===== config.mk =====
export PLATFORM = sky130hd
export DESIGN_NAME = fwpid_div
export DESIGN_NICKNAME = d
export VERILOG_FILES = /design/src/rtl/assert_macros.svh /design/src/rtl/fwpid_pkg.sv /design/src/rtl/fwpid_div.sv
export SDC_FILE = /design/constraint.sdc
export NUM_CORES = 1
export LEC_CHECK = 0
export BUFFER_PORTS_ARGS = -buffer_cell sky130_fd_sc_hd__buf_2
export CORE_ASPECT_RATIO = 1.75
export CORE_MARGIN = 2
export CORE_UTILIZATION = 50
export DETAILED_ROUTE_END_ITERATION = 16
export PLACE_DENSITY = 0.77
export SLEW_MARGIN = 0
export SYNTH_ARGS = -nofsm -noshare
export SYNTH_HDL_FRONTEND = slang
export SYNTH_SLANG_ARGS = --single-unit
export TNS_END_PERCENT = 1

===== constraint.sdc =====
create_clock -name i_clk -period 3 [get_ports i_clk]
set_input_delay 0.15 -clock i_clk [delete_from_list [all_inputs] [get_ports i_clk]]
set_output_delay 0.15 -clock i_clk [all_outputs]
set_load 0.05 [all_outputs]

===== src/rtl/assert_macros.svh =====
// assertion macros used by the top level rtl file
// no dependencies
`ifndef ASSERT_MACROS_SVH
`define ASSERT_MACROS_SVH
// implication checked every clock, off during reset
`define ASSERT_IMPL(label, clk, rst_n, ante, cons) \
    label: assert property (@(posedge clk) disable iff (!rst_n) (ante) |-> (cons)) \
        else $error("assertion failed");
// next-cycle implication, off during reset
`define ASSERT_NEXT(label, clk, rst_n, ante, cons) \
    label: assert property (@(posedge clk) disable iff (!rst_n) (ante) |=> (cons)) \
        else $error("assertion failed");
`endif


===== src/rtl/fwpid_pkg.sv =====
// shared constants and types for the four wheel pid speed controller
// no dependencies
package fwpid_pkg;
    localparam int unsigned WHEELS_DEF        = 4;
    localparam longint      SPEED_SCALE_DEF   = 65536;
    localparam longint      HALF_BASE_SUM_DEF = 65536;
    localparam longint      TIME_FACTOR       = 10000;
    localparam int          SMALL_PWM         = 50;

    localparam logic [2:0] REG_VX    = 3'd0;
    localparam logic [2:0] REG_VY    = 3'd1;
    localparam logic [2:0] REG_TURN  = 3'd2;
    localparam logic [2:0] REG_KP    = 3'd3;
    localparam logic [2:0] REG_KI    = 3'd4;
    localparam logic [2:0] REG_KD    = 3'd5;
    localparam logic [2:0] REG_IBND  = 3'd6;
    localparam logic [2:0] REG_OBND  = 3'd7;

    localparam logic [1:0] DRV_STOP = 2'd0;
    localparam logic [1:0] DRV_FWD  = 2'd1;
    localparam logic [1:0] DRV_BACK = 2'd2;

    // one state memory entry
    typedef struct packed {
        logic signed [31:0] sum;
        logic signed [31:0] prev_err;
    } t_wstate;

    // divider handshake
    typedef struct packed {
        logic        start;
        logic [31:0] divisor;
    } t_div_req;
endpackage


===== src/rtl/fwpid_div.sv =====
// restoring divider, one quotient bit per cycle
// uses fwpid_pkg
module fwpid_div
    import fwpid_pkg::*;
#(
    parameter int NW = 64
) (
    input  logic          i_clk,
    input  logic          i_rst_n,
    input  t_div_req      i_req,
    input  logic [NW-1:0] i_dividend,
    output logic          o_done,
    output logic [NW-1:0] o_quot
);
    localparam int CW = $clog2(NW + 1);
    logic [NW-1:0] r_q, n_q;
    logic [32:0]   r_rem, n_rem;
    logic [31:0]   r_den;
    logic [CW-1:0] r_cnt;
    logic          r_busy, r_done;
    logic [32:0]   sh;

    always_comb begin
        sh    = {r_rem[31:0], r_q[NW-1]};
        n_q   = {r_q[NW-2:0], 1'b0};
        n_rem = sh;
        if (sh >= {1'b0, r_den}) begin
            n_rem = sh - {1'b0, r_den};
            n_q[0] = 1'b1;
        end
    end

    always_ff @(posedge i_clk) begin
        if (!i_rst_n) begin
            r_busy <= 1'b0;
            r_done <= 1'b0;
            r_cnt  <= '0;
        end else begin
            r_done <= 1'b0;
            if (i_req.start) begin
                r_busy <= 1'b1;
                r_cnt  <= CW'(NW);
                r_q    <= i_dividend;
                r_rem  <= '0;
                r_den  <= i_req.divisor;
            end else if (r_busy) begin
                r_q   <= n_q;
                r_rem <= n_rem;
                r_cnt <= r_cnt - 1'b1;
                if (r_cnt == CW'(1)) begin
                    r_busy <= 1'b0;
                    r_done <= 1'b1;
                end
            end
        end
    end
    assign o_done = r_done;
    assign o_quot = r_q;
endmodule


==> results of run 1 <==
==> per-layer routing <==
metal,global-route usage,vias up,wire [um]
met5,0,-,0
met4,0.115,0,755
met3,0.0499,59,971
met2,0.449,242,10600
met1,0.230,2817,6590
li1,-,2784,-
==> timing repair <==
item / CTS / global route
hold buffers: 32 / 0
gates resized for setup: 0 / 8
endpoints found under the hold margin: 32 / 0
endpoints found under the setup margin: 0 / 27
==> worst max-delay path by stage <==
stage,startpoint,to,slack [ns],depth (start not counted)
after detailed placement,o_quot[63]$_DFFE_PP_,r_rem[22]$_SDFFCE_PP0P_,0.08,12
after global placement,o_quot[63]$_DFFE_PP_,r_rem[30]$_SDFFCE_PP0P_,0.15,12
final,r_rem[0]$_SDFFCE_PP0P_,r_rem[19]$_SDFFCE_PP0P_,0.02,10
after CTS,o_quot[63]$_DFFE_PP_,r_rem[22]$_SDFFCE_PP0P_,0.06,12
after global routing,r_rem[11]$_SDFFCE_PP0P_,r_rem[19]$_SDFFCE_PP0P_,-0.08,10
after floorplan,o_quot[63]$_DFFE_PP_,r_rem[22]$_SDFFCE_PP0P_,-0.02,12
==> worst max-delay path, stage by stage, from the launching register on <==
cell	delay, ns
edfxtp_1	0.44
ha_1	0.36
nand2b_1	0.13
a21oi_1	0.10
or4_4	0.57
nand3_4	0.11
nand3_4	0.11
o21a_1	0.28
buf_4	0.20
nor3_1	0.30
a211oi_2	0.09
==> state kept, by name, summed over array words and instances (netlist names) <==
name    cells
o_quot     64
r_den      32
r_cnt       7
o_done      1
r_busy      1
r_rem      32
==> power by group <==
group	switching [mW]	internal, mW	total [mW]
sequential	0.0812	2.28	2.37
combinational	0.893	0.599	1.49
clock	0.933	1.27	2.21
total	1.91	4.16	6.07
==> cells by family after synthesis <==
family,share of synthesized area
compound gates,0.143
flops,0.534
simple gates,0.0923
buf+inv,0.0428
mux,0.0956
fa+ha+maj,0.0591
xor+xnor,0.0337
==> cells in the mapped netlist (all sizes together) (10+ instances only) <==
| cell | count | area [um^2] |
|---|---|---|
| clkbuf | 13 | 48.8 |
| xor2 | 12 | 105 |
| a21o | 13 | 97.6 |
| nor2 | 19 | 71.3 |
| inv | 42 | 158 |
| a211oi | 10 | 100 |
| nand2 | 34 | 130 |
| mux2 | 64 | 721 |
| a21oi | 49 | 260 |
| buf | 16 | 116 |
| xnor2 | 17 | 149 |
| nand3 | 28 | 165 |
| a31oi | 10 | 62.6 |
| o21ai | 30 | 161 |
| nor3 | 14 | 85.1 |
| ha | 34 | 425 |
| edfxtp | 128 | 3840 |
==> cell type report <==
type | instances | area [um^2]
Sequential cell | 137 | 4020
Fill cell | 1093 | 5190
Inverter | 42 | 158
Clock buffer | 17 | 425
Multi-Input combinational cell | 415 | 3240
Tap cell | 183 | 229
Timing Repair Buffer | 219 | 1380
Clock inverter | 15 | 198
==> results.json, run 1 <==
{
  "path_class": "reg -> reg",
  "fin_ws_ns": 0.0198,
  "outcome": "finished clean",
  "placed_cell_area_um2": 8670,
  "fin_crit_sh": 0.993,
  "setup_tns_ns": 0,
  "drtIter0Drc": 340,
  "synth_warnings": 0,
  "total_power_mw": 6.07,
  "postCtsSetupBuffers": 0,
  "placementRows": 59,
  "drtPass1Iterations": 5,
  "synth_area_um2": 7540,
  "worstHoldEndpoint": "r_cnt[6]$_SDFFE_PN0N_",
  "rr_worst_depth": 10,
  "ir_drop_v": 0.000450,
  "die_h_um": 166,
  "critPathCaptureType": "register",
  "ctsHtreeMaxLevel": 4,
  "route.detailed.drc": 0,
  "fp.dieW_um": 96.8,
  "final_cell_mix": "162 x buf_2, 128 x edfxtp_1, 64 x mux2_2",
  "grt_pass1_vias": 6408,
  "cp-start-kind": "register",
  "ant_nets": 0,
  "track_usage": 0.233,
  "reg2reg_slack_ns": 0.02,
  "r2r-start": "r_rem[0]$_SDFFCE_PP0P_",
  "hold_path_depth": 2,
  "crit_required_ns": 3.15,
  "io_buffers": 163,
  "cts-root-buf": "clkbuf_16",
  "gp_congestion": 0.957,
  "tritoncts": "yes",
  "fin_hold_ws_ns": 0.0141,
  "grt_pass1_wl_um": 30100,
  "cap_violations": 0,
  "instances_no_fill": 1028,
  "die-area_um2": 16100,
  "ys_seq_area_frac": 0.534,
  "fin_worst_skew_ns": 0.0164,
  "layout.nets": 966,
  "leakage_nw": 3.95,
  "worstMarginPinSlew_ns": 0.643,
  "cts_buffers": 17,
  "n_antenna_cell": 0,
  "final_max_slew_viol_count": 0,
  "clk_latency_ns": 0.43,
  "holdCritPathClass": "in -> reg",
  "start_util": 0.508,
  "placedCellCount": 964,
  "clk_path_buf_depth": 2,
  "ys.flop_type": "edfxtp_1",
  "antenna_found_initial": 0,
  "min-delay-start": "i_rst_n",
  "synth_edf_count": 128,
  "syn-num-nets": 757,
  "synth_cell_types": 61,
  "finalSetupViolCount": 0,
  "gr-total-overflow": 0,
  "synthArstFlopShare": 0,
  "grt_max_degree": 72,
  "ioPinCount": 164,
  "hold_viol": 0,
  "core-area_um2": 14800,
  "slew_headroom": 0.572,
  "reg2reg_to": "r_rem[19]$_SDFFCE_PP0P_",
  "fin_area_um2": 9650,
  "hpwlAfterDp_um": 13400,
  "wl_per_cell_um": 18.4,
  "final_common_cell": "buf_2",
  "area_delta_synth_final_pct": 28.0,
  "netlist_instances": 623,
  "period_needed_ns": 2.98,
  "finalWirelength_um": 18900,
  "path_clk_slew_ns": 0.07,
  "dpl_worst_slack_ns": 0.0798,
  "vias": 5902,
  "synth-seq-cells": 137,
  "worstPathMaxFanout": 8,
  "avgSynthCellArea_um2": 12.1,
  "power.density_nw_per_um2": 628,
  "worstPathArrival_ns": 3.13,
  "clock-sinks": 137,
  "timing.fmax_ghz": 0.336,
  "drive_gt1_frac": 0.374,
  "vias_per_cell": 5.74,
  "finish.utilization": 0.650
}
Note: power is estimated with default switching activity, not from simulation.
==> run 2, diff against run 1 <==
--- a/config.mk
+++ b/config.mk
@@ -6,7 +6,6 @@
 export NUM_CORES = 1
 export LEC_CHECK = 0
 export BUFFER_PORTS_ARGS = -buffer_cell sky130_fd_sc_hd__buf_2
-export CORE_ASPECT_RATIO = 1.75
 export CORE_MARGIN = 2
 export CORE_UTILIZATION = 50
 export DETAILED_ROUTE_END_ITERATION = 16
==> results.json, run 2 (same netlist as run 1, synthesis figures left out) <==
{
  "fin_hold_ws_ns": 0.0143,
  "hold_path_depth": 2,
  "clk_latency_ns": 0.43,
  "outcome": "finished clean",
  "crit_required_ns": 3.18,
  "grt_max_degree": 55,
  "crit_cells": 12,
  "final_max_slew_viol_count": 0,
  "fp.dieW_um": 127,
  "holdCritPathClass": "in -> reg",
  "largest_register_ffs": 64,
  "path_class": "reg -> reg",
  "critPathCaptureType": "register",
  "power.density_nw_per_um2": 627,
  "clock-sinks": 137,
  "final_common_cell": "buf_2",
  "path_clk_slew_ns": 0.07,
  "ctsHtreeMaxLevel": 4,
  "clk_path_buf_depth": 2,
  "worst_path_most_repeated_cell": "inv_1",
  "multi_input_area_um2": 3220,
  "leakage_nw": 3.91,
  "cp-start-kind": "register",
  "tritoncts": "yes",
  "crit_family": "compound AO/OA/AOI/OAI gates",
  "crit_slowest_cell": "edfxtp_1",
  "min-delay-start": "i_dividend[0]",
  "grt_pass1_vias": 6195,
  "ant_nets": 0,
  "worstPathArrival_ns": 3.00,
  "grt_pass1_wl_um": 29800,
  "core-area_um2": 14600,
  "n_antenna_cell": 0,
  "vias_per_cell": 5.69,
  "area_delta_synth_final_pct": 26.6,
  "route.detailed.drc": 0,
  "io_buffers": 163,
  "n_fill_cell": 1135,
  "path_buf_inv": 2,
  "drive_gt1_frac": 0.369,
  "placementRows": 44,
  "hpwlAfterDp_um": 12800,
  "vias": 5843,
  "hold_viol": 0,
  "finalSetupViolCount": 0,
  "track_usage": 0.234,
  "period_needed_ns": 2.82,
  "worstPathMaxFanout": 3,
  "rr_worst_depth": 12,
  "fin_worst_skew_ns": 0.0123,
  "drtIter0Drc": 493,
  "wl_per_cell_um": 17.7,
  "r2r-start": "o_quot[63]$_DFFE_PP_",
  "gp_congestion": 0.931,
  "path_cells": "inv_1 > ha_1 > inv_1 > fa_2 > a211oi_2 > o21a_1 > a221o_1 > a21oi_1 > nor2_1 > o311a_1 > a211oi_1 > a311o_1",
  "timing.fmax_ghz": 0.354,
  "finalWirelength_um": 18100,
  "reg2reg_to": "r_rem[30]$_SDFFCE_PP0P_",
  "regArea_um2": 4020,
  "slowest_delay_ns": 0.41,
  "cts_buffers": 17,
  "die_h_um": 127,
  "rsz0062_at_grt": "true",
  "antenna_found_initial": 2,
  "final_cell_mix": "162 x buf_2, 128 x edfxtp_1, 64 x mux2_2",
  "gr-total-overflow": 0,
  "cts-root-buf": "clkbuf_16",
  "die-area_um2": 16100,
  "fin_crit_sh": 0.941,
  "slew_headroom": 0.561,
  "start_util": 0.515,
  "worstHoldEndpoint": "o_quot[0]$_DFFE_PP_",
  "dpl_worst_slack_ns": 0.127,
  "fin_ws_ns": 0.176,
  "cap_violations": 0,
  "layout.nets": 963,
  "worstMarginPinSlew_ns": 0.658,
  "drtPass1Iterations": 5,
  "ioPinCount": 164,
  "ir_drop_v": 0.000432,
  "reg2reg_slack_ns": 0.18
}
## run 2: worst reg2reg max path, cell delays in order, from the launching register on
cell and delay, ns:
edfxtp_1 0.41, inv_1 0.08, ha_1 0.17, inv_1 0.06
fa_2 0.37, a211oi_2 0.23, o21a_1 0.17, a221o_1 0.19
a21oi_1 0.10, nor2_1 0.24, o311a_1 0.21, a211oi_1 0.06
a311o_1 0.28
## run 2: metrics by stage
step | std cells | util | power, mW | setup TNS [ns] | area [um^2]
floorplan | 623 | - | 3.43 | -0.0220 | 7540
global placement | 961 | 0.587 | 3.75 | 0 | 8590
detailed placement | 961 | 0.587 | 3.79 | 0 | 8590
CTS | 1025 | 0.650 | 5.99 | 0 | 9520
global route | 1026 | 0.652 | 6.22 | -0.00625 | 9550
finish | 1026 | 0.652 | 5.98 | 0 | 9550
## run 2: layout make-up
class,count,share of cell area
multi-input cells,415,0.337
repair buffers,216,0.137
clock buffers,17,0.0446
well taps,184,0.0241
inverters,42,0.0165
flip-flops and latches,137,0.422
clock inverters,15,0.0189
## run 2: power breakdown
| group | total, mW | leakage [nW] | internal (mW) | switching, mW |
|---|---|---|---|---|
| clock | 2.17 | 0.294 | 1.26 | 0.911 |
| combinational | 1.45 | 2.32 | 0.577 | 0.870 |
| sequential | 2.36 | 1.30 | 2.29 | 0.0786 |
| total | 5.98 | 3.91 | 4.12 | 1.86 |
## run 2: routing by layer
layer | vias to the layer above | part of all wire | global-route usage
li1 | 2781 | - | -
met4 | 4 | 0.026 | 0.0937
met3 | 46 | 0.075 | 0.0687
met1 | 2762 | 0.41 | 0.277
met2 | 250 | 0.49 | 0.401
met5 | - | 0.0020 | 0
## run 2: how the worst max path moves through the flow
stage | from | end | slack [ns]
4_1_cts | o_quot[63]$_DFFE_PP_ | r_rem[22]$_SDFFCE_PP0P_ | 0.06
2_1_floorplan | o_quot[63]$_DFFE_PP_ | r_rem[22]$_SDFFCE_PP0P_ | -0.02
5_1_grt | o_quot[63]$_DFFE_PP_ | r_rem[22]$_SDFFCE_PP0P_ | -0.006
6_report | o_quot[63]$_DFFE_PP_ | r_rem[30]$_SDFFCE_PP0P_ | 0.18
3_3_place_gp | o_quot[63]$_DFFE_PP_ | r_rem[22]$_SDFFCE_PP0P_ | 0.15
3_5_place_dp | o_quot[63]$_DFFE_PP_ | r_rem[22]$_SDFFCE_PP0P_ | 0.13
## run 2: what timing repair did
| action | 4_1_cts | 5_1_grt |
|---|---|---|
| hold buffers | 32 | 0 |
| endpoints found under the setup margin | 0 | 15 |
| resized for setup | 0 | 5 |
| endpoints found under the hold margin | 32 | 0 |
| setup buffers | 0 | 1 |
